File: src/rtl/ictf_pkg.sv
// Shared types, constants and the arctangent table of the tilt filter.
`default_nettype none
package ictf_pkg;

  localparam int CORDIC_STEPS = 16;
  localparam int ATAN_TAB_LEN = 24;
  localparam int CORDIC_ITERS = (CORDIC_STEPS < ATAN_TAB_LEN) ? CORDIC_STEPS : ATAN_TAB_LEN;
  localparam int ITER_W       = $clog2(ATAN_TAB_LEN + 1);

  localparam int ANG_W  = 25;   // angle, 1/65536 degree
  localparam int CRD_W  = 27;   // CORDIC x / y datapath
  localparam int MUL_W  = 27;   // shared multiplier operands
  localparam int ACC_W  = 48;   // multiply-accumulate result
  localparam int RAD_W  = 48;   // square root radicand
  localparam int ROOT_W = 24;

  localparam logic signed [ANG_W-1:0] ANGLE_MAX = 25'sd11796480;
  localparam logic signed [ACC_W-1:0] RND_HALF  = 48'sd32768;
  localparam logic [16:0] BLEND_ONE   = 17'd65536;
  localparam logic [16:0] BLEND_RST   = 17'd62915;
  localparam logic [23:0] GAIN_RST    = 24'd1047553;

  localparam logic REG_BLEND = 1'b0;
  localparam logic REG_GAIN  = 1'b1;

  typedef enum logic [3:0] {
    ST_IDLE, ST_SQA, ST_SQB, ST_SQW, ST_SQS, ST_ROOT, ST_CST, ST_CORD,
    ST_GYR, ST_GW1, ST_GW2, ST_BLA, ST_BLB, ST_BW1, ST_BW2, ST_DONE
  } seq_state_t;

  function automatic logic [21:0] atan_deg(input logic [ITER_W-1:0] idx);
    logic [21:0] v;
    case (idx)
      5'd0:  v = 22'd2949120;
      5'd1:  v = 22'd1740967;
      5'd2:  v = 22'd919879;
      5'd3:  v = 22'd466945;
      5'd4:  v = 22'd234379;
      5'd5:  v = 22'd117304;
      5'd6:  v = 22'd58666;
      5'd7:  v = 22'd29335;
      5'd8:  v = 22'd14668;
      5'd9:  v = 22'd7334;
      5'd10: v = 22'd3667;
      5'd11: v = 22'd1833;
      5'd12: v = 22'd917;
      5'd13: v = 22'd458;
      5'd14: v = 22'd229;
      5'd15: v = 22'd115;
      5'd16: v = 22'd57;
      5'd17: v = 22'd29;
      5'd18: v = 22'd14;
      5'd19: v = 22'd7;
      5'd20: v = 22'd4;
      5'd21: v = 22'd2;
      5'd22: v = 22'd1;
      default: v = 22'd0;
    endcase
    return v;
  endfunction

endpackage
`default_nettype wire

File: src/rtl/ictf_mac.sv
// Shared signed multiplier with registered product and accumulator.
`default_nettype none
module ictf_mac (
  input  wire logic                               clk,
  input  wire logic                               rst_n,
  input  wire logic                               issue,
  input  wire logic                               first,
  input  wire logic signed [ictf_pkg::MUL_W-1:0]  op_a,
  input  wire logic signed [ictf_pkg::MUL_W-1:0]  op_b,
  output logic signed [ictf_pkg::ACC_W-1:0]       acc
);
  import ictf_pkg::*;

  logic signed [2*MUL_W-1:0] full_prod;
  logic signed [ACC_W-1:0]   prod_r;
  logic signed [ACC_W-1:0]   acc_r;
  logic                      pv_r;
  logic                      pf_r;

  assign full_prod = op_a * op_b;
  assign acc       = acc_r;

  always_ff @(posedge clk) begin
    if (!rst_n) begin
      pv_r <= 1'b0;
      pf_r <= 1'b0;
    end else begin
      pv_r <= issue;
      pf_r <= first;
    end
    if (issue) begin
      prod_r <= full_prod[ACC_W-1:0];
    end
    if (pv_r) begin
      acc_r <= pf_r ? prod_r : acc_r + prod_r;
    end
  end

endmodule
`default_nettype wire

File: src/rtl/ictf_sqrt.sv
// Bit-serial integer square root, one result bit per cycle.
`default_nettype none
module ictf_sqrt (
  input  wire logic                        clk,
  input  wire logic                        rst_n,
  input  wire logic                        start,
  input  wire logic [ictf_pkg::RAD_W-1:0]  radicand,
  output logic                             busy,
  output logic [ictf_pkg::ROOT_W-1:0]      root
);
  import ictf_pkg::*;

  logic [RAD_W-1:0]  n_r;
  logic [ROOT_W+2:0] rem_r;
  logic [ROOT_W-1:0] root_r;
  logic [4:0]        cnt_r;
  logic              busy_r;
  logic [ROOT_W+2:0] rem_t;
  logic [ROOT_W+2:0] trial;
  logic              take;

  assign rem_t = {rem_r[ROOT_W:0], n_r[RAD_W-1 -: 2]};
  assign trial = {1'b0, root_r, 2'b01};
  assign take  = (rem_t >= trial);
  assign busy  = busy_r;
  assign root  = root_r;

  always_ff @(posedge clk) begin
    if (!rst_n) begin
      busy_r <= 1'b0;
      cnt_r  <= '0;
    end else if (start) begin
      busy_r <= 1'b1;
      cnt_r  <= 5'(ROOT_W - 1);
    end else if (busy_r) begin
      cnt_r <= cnt_r - 5'd1;
      if (cnt_r == 5'd0) begin
        busy_r <= 1'b0;
      end
    end
    if (start) begin
      n_r    <= radicand;
      rem_r  <= '0;
      root_r <= '0;
    end else if (busy_r) begin
      n_r    <= {n_r[RAD_W-3:0], 2'b00};
      rem_r  <= take ? rem_t - trial : rem_t;
      root_r <= {root_r[ROOT_W-2:0], take};
    end
  end

endmodule
`default_nettype wire

File: src/rtl/ictf_cordic.sv
// Iterative CORDIC vectoring unit, one micro-rotation per cycle.
`default_nettype none
module ictf_cordic (
  input  wire logic                               clk,
  input  wire logic                               rst_n,
  input  wire logic                               start,
  input  wire logic signed [ictf_pkg::CRD_W-1:0]  x_in,
  input  wire logic signed [ictf_pkg::CRD_W-1:0]  y_in,
  output logic                                    busy,
  output logic signed [ictf_pkg::ANG_W-1:0]       angle
);
  import ictf_pkg::*;

  logic signed [CRD_W-1:0] x_r;
  logic signed [CRD_W-1:0] y_r;
  logic signed [ANG_W-1:0] z_r;
  logic [ITER_W-1:0]       i_r;
  logic                    busy_r;
  logic signed [CRD_W-1:0] dx;
  logic signed [CRD_W-1:0] dy;
  logic signed [ANG_W-1:0] step;

  assign dx    = y_r >>> i_r;
  assign dy    = x_r >>> i_r;
  assign step  = $signed({3'b000, atan_deg(i_r)});
  assign busy  = busy_r;
  assign angle = z_r;

  always_ff @(posedge clk) begin
    if (!rst_n) begin
      busy_r <= 1'b0;
      i_r    <= '0;
    end else if (start) begin
      busy_r <= 1'b1;
      i_r    <= '0;
    end else if (busy_r) begin
      i_r <= i_r + ITER_W'(1);
      if (i_r == ITER_W'(CORDIC_ITERS - 1)) begin
        busy_r <= 1'b0;
      end
    end
    if (start) begin
      x_r <= x_in;
      y_r <= y_in;
      z_r <= '0;
    end else if (busy_r) begin
      if (!y_r[CRD_W-1]) begin
        x_r <= x_r + dx;
        y_r <= y_r - dy;
        z_r <= z_r + step;
      end else begin
        x_r <= x_r - dx;
        y_r <= y_r + dy;
        z_r <= z_r - step;
      end
    end
  end

endmodule
`default_nettype wire

File: src/rtl/imu_complementary_tilt_filter.sv
// Top level: roll/pitch complementary filter on shared sqrt, CORDIC and MAC units.
//
//  channel | direction | ports                                  | handshake
//  --------+-----------+----------------------------------------+------------------
//  in      | sink      | in_accel_x/y/z, in_gyro_x/y            | in_valid/in_stall
//  out     | source    | out_roll_out, out_pitch_out            | out_valid/out_stall
//  cfg     | slave     | psel penable pwrite paddr pwdata       | prdata, pready=1
//
// One sample keeps the block busy, and no new sample is taken until it retires:
// per axis the square MACs, the 24-step root, starting and running the
// CORDIC_STEPS-step vectoring pass and the gyro and blend MACs, roll then
// pitch on the same units, plus retiring into the output register.
// in_stall is high from acceptance until that retire; retire waits only while the
// previous result is still held. Reset clears both estimates and loads defaults.
`default_nettype none
module imu_complementary_tilt_filter (
  input  wire logic                 clk,
  input  wire logic                 rst_n,
  input  wire logic                 in_valid,
  output logic                      in_stall,
  input  wire logic signed [15:0]   in_accel_x,
  input  wire logic signed [15:0]   in_accel_y,
  input  wire logic signed [15:0]   in_accel_z,
  input  wire logic signed [15:0]   in_gyro_x,
  input  wire logic signed [15:0]   in_gyro_y,
  output logic                      out_valid,
  input  wire logic                 out_stall,
  output logic signed [24:0]        out_roll_out,
  output logic signed [24:0]        out_pitch_out,
  input  wire logic                 psel,
  input  wire logic                 penable,
  input  wire logic                 pwrite,
  input  wire logic [2:0]           paddr,
  input  wire logic [31:0]          pwdata,
  output logic [31:0]               prdata,
  output logic                      pready
);
  import ictf_pkg::*;

  seq_state_t state_r, state_nxt;

  // Configuration registers
  logic [16:0] blend_r;
  logic [23:0] gain_r;
  logic [16:0] alpha;

  // Captured sample and working values
  logic signed [15:0] ax_r, ay_r, az_r, gx_r, gy_r;
  logic               axis_r;       // 0 = roll, 1 = pitch
  logic               zero_r;       // both atan2 arguments zero
  logic signed [25:0] p_r;
  logic signed [ANG_W-1:0] roll_est_r, pitch_est_r, roll_new_r, pitch_new_r;
  logic               out_valid_r;
  logic signed [ANG_W-1:0] roll_out_r, pitch_out_r;

  // Unit handshakes
  logic                     mac_issue, mac_first;
  logic signed [MUL_W-1:0]  mac_a, mac_b;
  logic signed [ACC_W-1:0]  mac_acc;
  logic                     sqrt_start, sqrt_busy;
  logic [ROOT_W-1:0]        sqrt_root;
  logic                     crd_start, crd_busy;
  logic signed [ANG_W-1:0]  crd_angle;

  // Axis operands
  logic signed [16:0]       num;
  logic signed [15:0]       opa, opb;
  logic signed [15:0]       gyro;
  logic signed [ANG_W-1:0]  est;
  logic signed [ANG_W-1:0]  acc_ang;
  logic signed [ACC_W-1:0]  rnd;
  logic signed [31:0]       scaled;
  logic signed [ANG_W-1:0]  sat;
  logic                     in_xfer, out_xfer, cfg_wr;

  assign in_xfer  = in_valid && !in_stall;
  assign out_xfer = out_valid_r && !out_stall;
  assign in_stall = (state_r != ST_IDLE);
  assign out_valid     = out_valid_r;
  assign out_roll_out  = roll_out_r;
  assign out_pitch_out = pitch_out_r;
  assign pready = 1'b1;
  assign cfg_wr = psel && penable && pwrite;

  always_comb begin
    unique case (paddr[2])
      REG_BLEND: prdata = {15'd0, blend_r};
      REG_GAIN:  prdata = {8'd0, gain_r};
      default:   prdata = '0;
    endcase
  end

  assign alpha = (blend_r > BLEND_ONE) ? BLEND_ONE : blend_r;

  // Roll: atan2(-ax, |ay,az|); pitch: atan2(ay, |ax,az|)
  assign num     = axis_r ? 17'(ay_r) : -17'(ax_r);
  assign opa     = axis_r ? ax_r : ay_r;
  assign opb     = az_r;
  assign gyro    = axis_r ? gy_r : gx_r;
  assign est     = axis_r ? pitch_est_r : roll_est_r;
  assign acc_ang = zero_r ? '0 : crd_angle;

  // Round the accumulator to 1/65536 degree
  assign rnd    = mac_acc + RND_HALF;
  assign scaled = rnd[47:16];
  assign sat    = (scaled > 32'(ANGLE_MAX)) ? ANGLE_MAX :
                  (scaled < -32'(ANGLE_MAX)) ? -ANGLE_MAX : scaled[ANG_W-1:0];

  always_comb begin
    state_nxt  = state_r;
    mac_issue  = 1'b0;
    mac_first  = 1'b0;
    mac_a      = '0;
    mac_b      = '0;
    sqrt_start = 1'b0;
    crd_start  = 1'b0;
    unique case (state_r)
      ST_IDLE: if (in_valid) state_nxt = ST_SQA;
      ST_SQA: begin
        mac_issue = 1'b1;
        mac_first = 1'b1;
        mac_a     = MUL_W'(opa);
        mac_b     = MUL_W'(opa);
        state_nxt = ST_SQB;
      end
      ST_SQB: begin
        mac_issue = 1'b1;
        mac_a     = MUL_W'(opb);
        mac_b     = MUL_W'(opb);
        state_nxt = ST_SQW;
      end
      ST_SQW: state_nxt = ST_SQS;
      ST_SQS: begin
        sqrt_start = 1'b1;
        state_nxt  = ST_ROOT;
      end
      ST_ROOT: if (!sqrt_busy) state_nxt = ST_CST;
      ST_CST: begin
        crd_start = 1'b1;
        state_nxt = ST_CORD;
      end
      ST_CORD: if (!crd_busy) state_nxt = ST_GYR;
      ST_GYR: begin
        mac_issue = 1'b1;
        mac_first = 1'b1;
        mac_a     = MUL_W'(gyro);
        mac_b     = MUL_W'($signed({1'b0, gain_r}));
        state_nxt = ST_GW1;
      end
      ST_GW1: state_nxt = ST_GW2;
      ST_GW2: state_nxt = ST_BLA;
      ST_BLA: begin
        mac_issue = 1'b1;
        mac_first = 1'b1;
        mac_a     = MUL_W'($signed({1'b0, alpha}));
        mac_b     = MUL_W'(p_r);
        state_nxt = ST_BLB;
      end
      ST_BLB: begin
        mac_issue = 1'b1;
        mac_a     = MUL_W'($signed({1'b0, BLEND_ONE - alpha}));
        mac_b     = MUL_W'(acc_ang);
        state_nxt = ST_BW1;
      end
      ST_BW1: state_nxt = ST_BW2;
      ST_BW2: state_nxt = axis_r ? ST_DONE : ST_SQA;
      ST_DONE: if (!out_valid_r || !out_stall) state_nxt = ST_IDLE;
      default: state_nxt = ST_IDLE;
    endcase
  end

  always_ff @(posedge clk) begin
    if (!rst_n) begin
      state_r     <= ST_IDLE;
      blend_r     <= BLEND_RST;
      gain_r      <= GAIN_RST;
      roll_est_r  <= '0;
      pitch_est_r <= '0;
      out_valid_r <= 1'b0;
      axis_r      <= 1'b0;
    end else begin
      state_r <= state_nxt;
      if (cfg_wr) begin
        if (paddr[2] == REG_BLEND) blend_r <= pwdata[16:0];
        else                       gain_r  <= pwdata[23:0];
      end
      if (in_xfer) begin
        axis_r <= 1'b0;
      end else if (state_r == ST_BW2) begin
        axis_r <= !axis_r;
      end
      // Retire: load output register and commit both estimates
      if (state_r == ST_DONE && (!out_valid_r || !out_stall)) begin
        out_valid_r <= 1'b1;
        roll_est_r  <= roll_new_r;
        pitch_est_r <= pitch_new_r;
      end else if (out_xfer) begin
        out_valid_r <= 1'b0;
      end
    end
  end

  always_ff @(posedge clk) begin
    if (in_xfer) begin
      ax_r <= in_accel_x;
      ay_r <= in_accel_y;
      az_r <= in_accel_z;
      gx_r <= in_gyro_x;
      gy_r <= in_gyro_y;
    end
    if (state_r == ST_CST) begin
      zero_r <= (num == 17'sd0) && (mac_acc == '0);
    end
    // Gyro-advanced estimate p = est + round(gyro * gain / 65536)
    if (state_r == ST_GW2) begin
      p_r <= 26'(est) + scaled[25:0];
    end
    if (state_r == ST_BW2) begin
      if (axis_r) pitch_new_r <= sat;
      else        roll_new_r  <= sat;
    end
    if (state_r == ST_DONE && (!out_valid_r || !out_stall)) begin
      roll_out_r  <= roll_new_r;
      pitch_out_r <= pitch_new_r;
    end
  end

  ictf_mac u_mac (
    .clk   (clk),
    .rst_n (rst_n),
    .issue (mac_issue),
    .first (mac_first),
    .op_a  (mac_a),
    .op_b  (mac_b),
    .acc   (mac_acc)
  );

  // Radicand (a^2 + b^2) * 65536; the sum is at most 2^31 and fits 32 unsigned bits
  ictf_sqrt u_sqrt (
    .clk      (clk),
    .rst_n    (rst_n),
    .start    (sqrt_start),
    .radicand ({mac_acc[31:0], 16'd0}),
    .busy     (sqrt_busy),
    .root     (sqrt_root)
  );

  ictf_cordic u_cordic (
    .clk   (clk),
    .rst_n (rst_n),
    .start (crd_start),
    .x_in  (CRD_W'({1'b0, sqrt_root})),
    .y_in  (CRD_W'($signed({num, 8'd0}))),
    .busy  (crd_busy),
    .angle (crd_angle)
  );

endmodule
`default_nettype wire

File: config.mk
export PLATFORM = sky130hd
export DESIGN_NAME = imu_complementary_tilt_filter
export DESIGN_NICKNAME = d
export VERILOG_FILES = /design/src/rtl/ictf_pkg.sv /design/src/rtl/ictf_mac.sv /design/src/rtl/ictf_sqrt.sv /design/src/rtl/ictf_cordic.sv /design/src/rtl/imu_complementary_tilt_filter.sv
export SDC_FILE = /design/constraint.sdc
export NUM_CORES = 2
export LEC_CHECK = 0
export ABC_AREA = 1
export CAP_MARGIN = 10
export CELL_PAD_IN_SITES_DETAIL_PLACEMENT = 0
export CELL_PAD_IN_SITES_GLOBAL_PLACEMENT = 2
export CORE_MARGIN = 4
export CORE_UTILIZATION = 43
export CTS_CLUSTER_DIAMETER = 30
export DETAILED_ROUTE_END_ITERATION = 10
export DONT_BUFFER_PORTS = 1
export PLACE_DENSITY_LB_ADDON = 0.1
export SETUP_SLACK_MARGIN = 0.3
export SLEW_MARGIN = 0
export SYNTH_ARGS = -nofsm -noshare
export SYNTH_HDL_FRONTEND = slang
export SYNTH_SLANG_ARGS = --single-unit
File: constraint.sdc
create_clock -name clk -period 13.09 [get_ports clk]
set_clock_uncertainty 0.15 [all_clocks]
set_input_delay 1.9635 -clock clk [delete_from_list [all_inputs] [get_ports clk]]
set_output_delay 1.9635 -clock clk [all_outputs]
set_load 0.01 [all_outputs]
# Yosys cells after proc, flatten, opt, wreduce, memory -nomap -nowiden
# Memories as Yosys holds them, arrays and structs flattened. A register that Yosys moved wholly into a read port is not among the register bits.
# Cells that the tools add are included.
# totals
input_bits	122
register_bits	574
memories	1
rom_bits	704
# mem_list
memory	depth	width	read_ports	rd_clocked_by_memory_dff	wr	line	rtl
(name not given)	32	22	1	1	0	ictf_pkg.sv:33	case (idx)
# op_classes
n_reduce_logical	29
addsub	14
n_eq_ne	20
shifts	2
mul	1
magnitude_cmp	4
n_bitwise	3
muxes	44
# ops
operator	n
27-bit one-hot mux with 5 select lines	2
25-bit two-way mux	6
48-bit two-way mux	3
27-bit two-way mux	4
32-bit one-hot mux with 2 select lines	1
4-bit one-hot mux with 16 select lines	1
27-bit adder	2
27-bit by 5-bit >>> shifter with 27-bit output	2
27-bit subtractor	2
48-bit by 17-bit adder with 48-bit output (second input constant)	1
48-bit adder	1
48-bit logical NOT	1
27-bit by 27-bit multiplier with 48-bit output	1
24-bit two-way mux	2
17-bit two-way mux	2
4-bit equality test (second input constant)	8
32-bit by 25-bit greater-than comparator with 1-bit output (second input constant)	1
32-bit by 25-bit < comparator with 1-bit output (second input constant)	1
16-bit two-way mux	2
27-bit by 26-bit greater-or-equal comparator with 1-bit output	1
26-bit adder	1
25-bit by 23-bit adder with 25-bit output	1
25-bit by 23-bit subtractor with 25-bit output	1
25-bit subtractor	1
27 further kinds	69

# Longest topological paths before layout
# depth
ltp_word	5
ltp_mapped	50
mapped_depth_nobuf	48

# Hierarchy
# Synthesis repeated with hierarchy kept, for this count alone.
# unflattened
hier_cells	9529
area_unflattened_um2	68909.8
# modules_own_cells
module	cells_per_inst	instances	area_each_um2
ictf_mac	4514	1	33641.0
imu_complementary_tilt_filter	1966	1	15964.1
ictf_cordic	2177	1	13142.6
ictf_sqrt	872	1	6162.2

# Worst setup path after synthesis
# No wires, ideal clock.
# synth_path
kind	reg2reg
start	register blend_r[5]
end	register u_mac.prod_r[44] (data pin)
synth_period_minus_slack_ns	8.411
slack_ns	4.679
stages_incl_launch_ff	48
arrival_time_ns	7.999
cell_sequence	dfxtp_1 -> inv_1 -> nand2_1 -> nor4_1 -> nand2_1 -> nand2_1 -> buf_2 -> nand2_1 -> ha_1 -> inv_1 -> nor2_1 -> nand2_1 -> clkinv_1 -> nand2_1 -> nor2_1 -> nand2_1 -> inv_1 -> nand2_1 -> (+12 left out) -> fa_1 -> inv_1 -> fa_1 -> inv_1 -> fa_1 -> inv_1 -> ha_1 -> clkbuf_1 -> nand2_1 -> nor2_1 -> inv_1 -> nor3_1 -> nand2_1 -> o21ai_0 -> a21oi_1 -> o21ai_0 -> a21oi_1 -> xor2_1
# synth_via
elab_chain_len	5
# synth_rtl
item	line	rtl
start, declared	imu_complementary_tilt_filter.sv:43	logic [16:0] blend_r;
start signal, assigned	imu_complementary_tilt_filter.sv:184	if (paddr[2] == REG_BLEND) blend_r <= pwdata[16:0];
17-bit greater-than comparator	imu_complementary_tilt_filter.sv:93	assign alpha = (blend_r > BLEND_ONE) ? BLEND_ONE : blend_r;
17-bit two-way mux (*)	imu_complementary_tilt_filter.sv:93	
17-bit subtractor	imu_complementary_tilt_filter.sv:161	mac_a = MUL_W'($signed({1'b0, BLEND_ONE - alpha}));
27-bit one-hot mux with 5 select lines (*)	imu_complementary_tilt_filter.sv:117	unique case (state_r)
27-bit by 27-bit multiplier with 48-bit output (*)	ictf_mac.sv:20	assign full_prod = op_a * op_b;
via u_mac.full_prod[44]	ictf_mac.sv:14	logic signed [2*MUL_W-1:0] full_prod;
end signal, assigned	ictf_mac.sv:32	prod_r <= full_prod[ACC_W-1:0];
end, declared	ictf_mac.sv:15	logic signed [ACC_W-1:0] prod_r;
# The timed path passes the listed nets; every way through them passes the cells marked *.
# A chain may end at the register's enable or synchronous reset.

# Final worst setup path
# layout_path
start	register blend_r[15]
end	register u_mac.prod_r[44] (data pin)
# Same word-level chain as after synthesis.

==> metrics.cfg <==
[global_route]
grt_overflow_total = 0
grt_max_degree = 85
antenna_found_initial = 7
first_global_vias = 50904
grt_first_pass_wirelength_um = 321000
grt_use_total = 0.301

[logic_synthesis]
synthArstFlopShare = 0
synth_top_area_share = 0.194
synth_top_area_cell = edfxtp_1
synth-compound-area-share = 0.106
ys_warn_count = 0
yosys-top-cells-area = edfxtp_1, fa_1, nand2_1
seq_area_frac_synth = 0.269
synth_mux_area_frac = 0.000513
synth_edf_count = 378
synthTopCellsByCount = nand2_1, inv_1, nor2_1, fa_1, nand3_1
synthSimpleGateAreaFrac = 0.225
ys_types = 69
yosys.cell_count.top_type = nand2_1
synthesis.area_sq_mm = 0.0585
synth_area_per_cell_sq_um = 7.76
synth_seq_cells = 596
synth-adder-area-share = 0.262
synth_top_family_by_area = adder cells
syn_inst = 7536
synth-main-ff-cell = edfxtp_1
synth_xor_area_frac = 0.0358

[route]
num_vias = 51229
dr.max_layer_used = met5
antenna_left = 0
wl_met3_um = 15000
viasPerCell = 5.40
post-route-drc-count = 0
wl_met1_um = 98100
dr_wl_met2_um = 93700
drt_pass1_iterations = 8
drt_iter0_markers = 4522
routed_wl_um = 213000
wire_per_inst_um = 22.5

[sta]
fin_tns_setup_ns = 0
fmax_mhz = 91.3
whs_ns = 0.262
hold_viol = 0
finalSetupViolations = 0
fin_crit_ns = 10.96
worstMarginPinSlew_ns = 1.21
finalMaxSlewViolations = 0
post-route-period-util = 0.837
rsz0062_at_grt = no
slew_headroom = 0.189

[clock_tree]
cts_buffer_depth = 3
cts_root_buf = clkbuf_16
postCtsSetupBuffers = 0
clock_latency_ns = 0.83
path_clk_slew_ns = 0.05
cts_resized = 0
numCtsBuffers = 167
cts_tree = built
htree_levels = 4
cts_sinks = 596
hold_buffers = 0

[die]
row_count = 135
io_pins = 207
coreArea_sq_mm = 0.135
die_area_sq_mm = 0.142
start_util = 0.432
die_y_um = 377
fp.dieW_um = 377

[pwr]
power_density_mw_per_mm2 = 193
static-leakage-power_nw = 31.4
ir_drop_mv = 0.390

[setup_path]
max_stage_delay_ns = 0.81
end_kind = register
cp.arrival_ns = 11.32
slowest_stage = inv_1
crit_required_ns = 13.46
cpMostUsedCell = inv_1
worstSetupStartpointType = register
crit_type = reg -> reg
path_max_fanout = 17

[final_layout]
final_util = 0.492
fin_area_sq_mm = 0.0666
nets = 8565
fin_cells = 9480
area_growth_pct = 13.9
drive_above_1_share = 0.0694

[flow_run]
cap_viol_max_count = 0

[placement]
port_buffers = 0
place_congestion = 0.951
dp.cells = 9164
placed_cell_area_sq_mm = 0.0605
dp_hpwl_um = 170000

[status]
status = completed

[min_path]
min_path_type = reg -> reg

-- per-layer routing --
metal	track usage	up-vias
met5	0	-
met4	0.0866	2
met3	0.0534	302
met2	0.461	1632
met1	0.436	25103
li1	-	24190
-- report_power, final --
part	total [mW]	internal [mW]	switching [mW]
Clock	4.36	2.96	1.41
Sequential	2.66	2.40	0.263
Combinational	5.85	2.03	3.82
Total	12.9	7.38	5.49
-- layout by cell type, fill, tap and decap left out, types with 31 or more instances in the layout --
cell and instances:
xor2_1 159, nand3_1 438, xnor2_1 78, nand4_1 68, inv_1 1253, nand2_1 1687, clkinv_2 31, clkbuf_16 167
a31oi_1 44, o21ai_1 35, or2_2 41, edfxtp_1 378, o21ai_0 392, ha_1 334, a21oi_1 401, fa_1 557
nor2_1 725, buf_4 96, nor3_1 78, dfxtp_1 213
-- registers in the layout (all words and copies together) (netlist names), 17 cells and up --
name,cells
blend_r,17
gain_r,24
out_pitch_out,25
out_roll_out,25
p_r,26
pitch_est_r,25
pitch_new_r,25
roll_est_r,25
roll_new_r,25
u_cordic.angle,25
u_cordic.step,22
u_cordic.x_r,27
u_cordic.y_r,27
u_mac.acc,48
u_mac.prod_r,48
u_sqrt.n_r,32
u_sqrt.rem_r,25
u_sqrt.root,24
-- cells by family (layout without fill, tap and decap cells) --
| group | Yosys count | after routing |
|---|---|---|
| other | 2 | 11 |
| AOI/OAI and AO/OA | 1098 | 1098 |
| xor gates and xnor gates | 238 | 238 |
| adders and majority gates | 891 | 891 |
| muxes | 3 | 3 |
| and+or+nand+nor | 3159 | 3159 |
| DFF | 596 | 596 |
| buffers and inverters | 1549 | 1703 |
-- stage by stage --
stage / power (mW) / setup WS [ns]
after global routing: 13.8 / 1.51
after floorplan: 6.66 / 4.68
after detailed placement: 8.51 / 2.32
after CTS: 13.0 / 2.25
after global placement: 8.52 / 2.26
final: 12.9 / 2.13
-- critical path, delay by kind of cell (launching register included) --
kind	cells	cell delay, ns
adder cells (fa/ha/maj)	9	4.22
XOR/XNOR	1	0.16
AO/OA/AOI/OAI	4	1.34
flip-flops	1	0.32
buffers and inverters	11	1.51
AND/OR/NAND/NOR	16	2.89
-- layout make-up --
class | count | area [sq um]
repair buffers | 96 | 721
diodes | 2 | 5.00
flip-flops and latches | 596 | 15700
multi-input cells | 5398 | 36900
inverters | 1293 | 4860
fillers | 13481 | 68700
clock buffers | 187 | 4310
well taps | 1781 | 2230
clock inverters | 127 | 1810
-- final timing paths --
path	start	to	slack (ns)	depth (start not counted)
hold reg to reg	pitch_new_r[19]$_DFFE_PP_	out_pitch_out[19]$_DFFE_PP_	0.26	0
setup / recovery	blend_r[15]$_SDFFE_PN1P_	u_mac.prod_r[44]$_DFFE_PP_	2.13	41
hold / removal	pitch_new_r[19]$_DFFE_PP_	out_pitch_out[19]$_DFFE_PP_	0.26	0
setup reg to reg	blend_r[15]$_SDFFE_PN1P_	u_mac.prod_r[44]$_DFFE_PP_	2.13	41
Power figures use the tool's default switching activity.
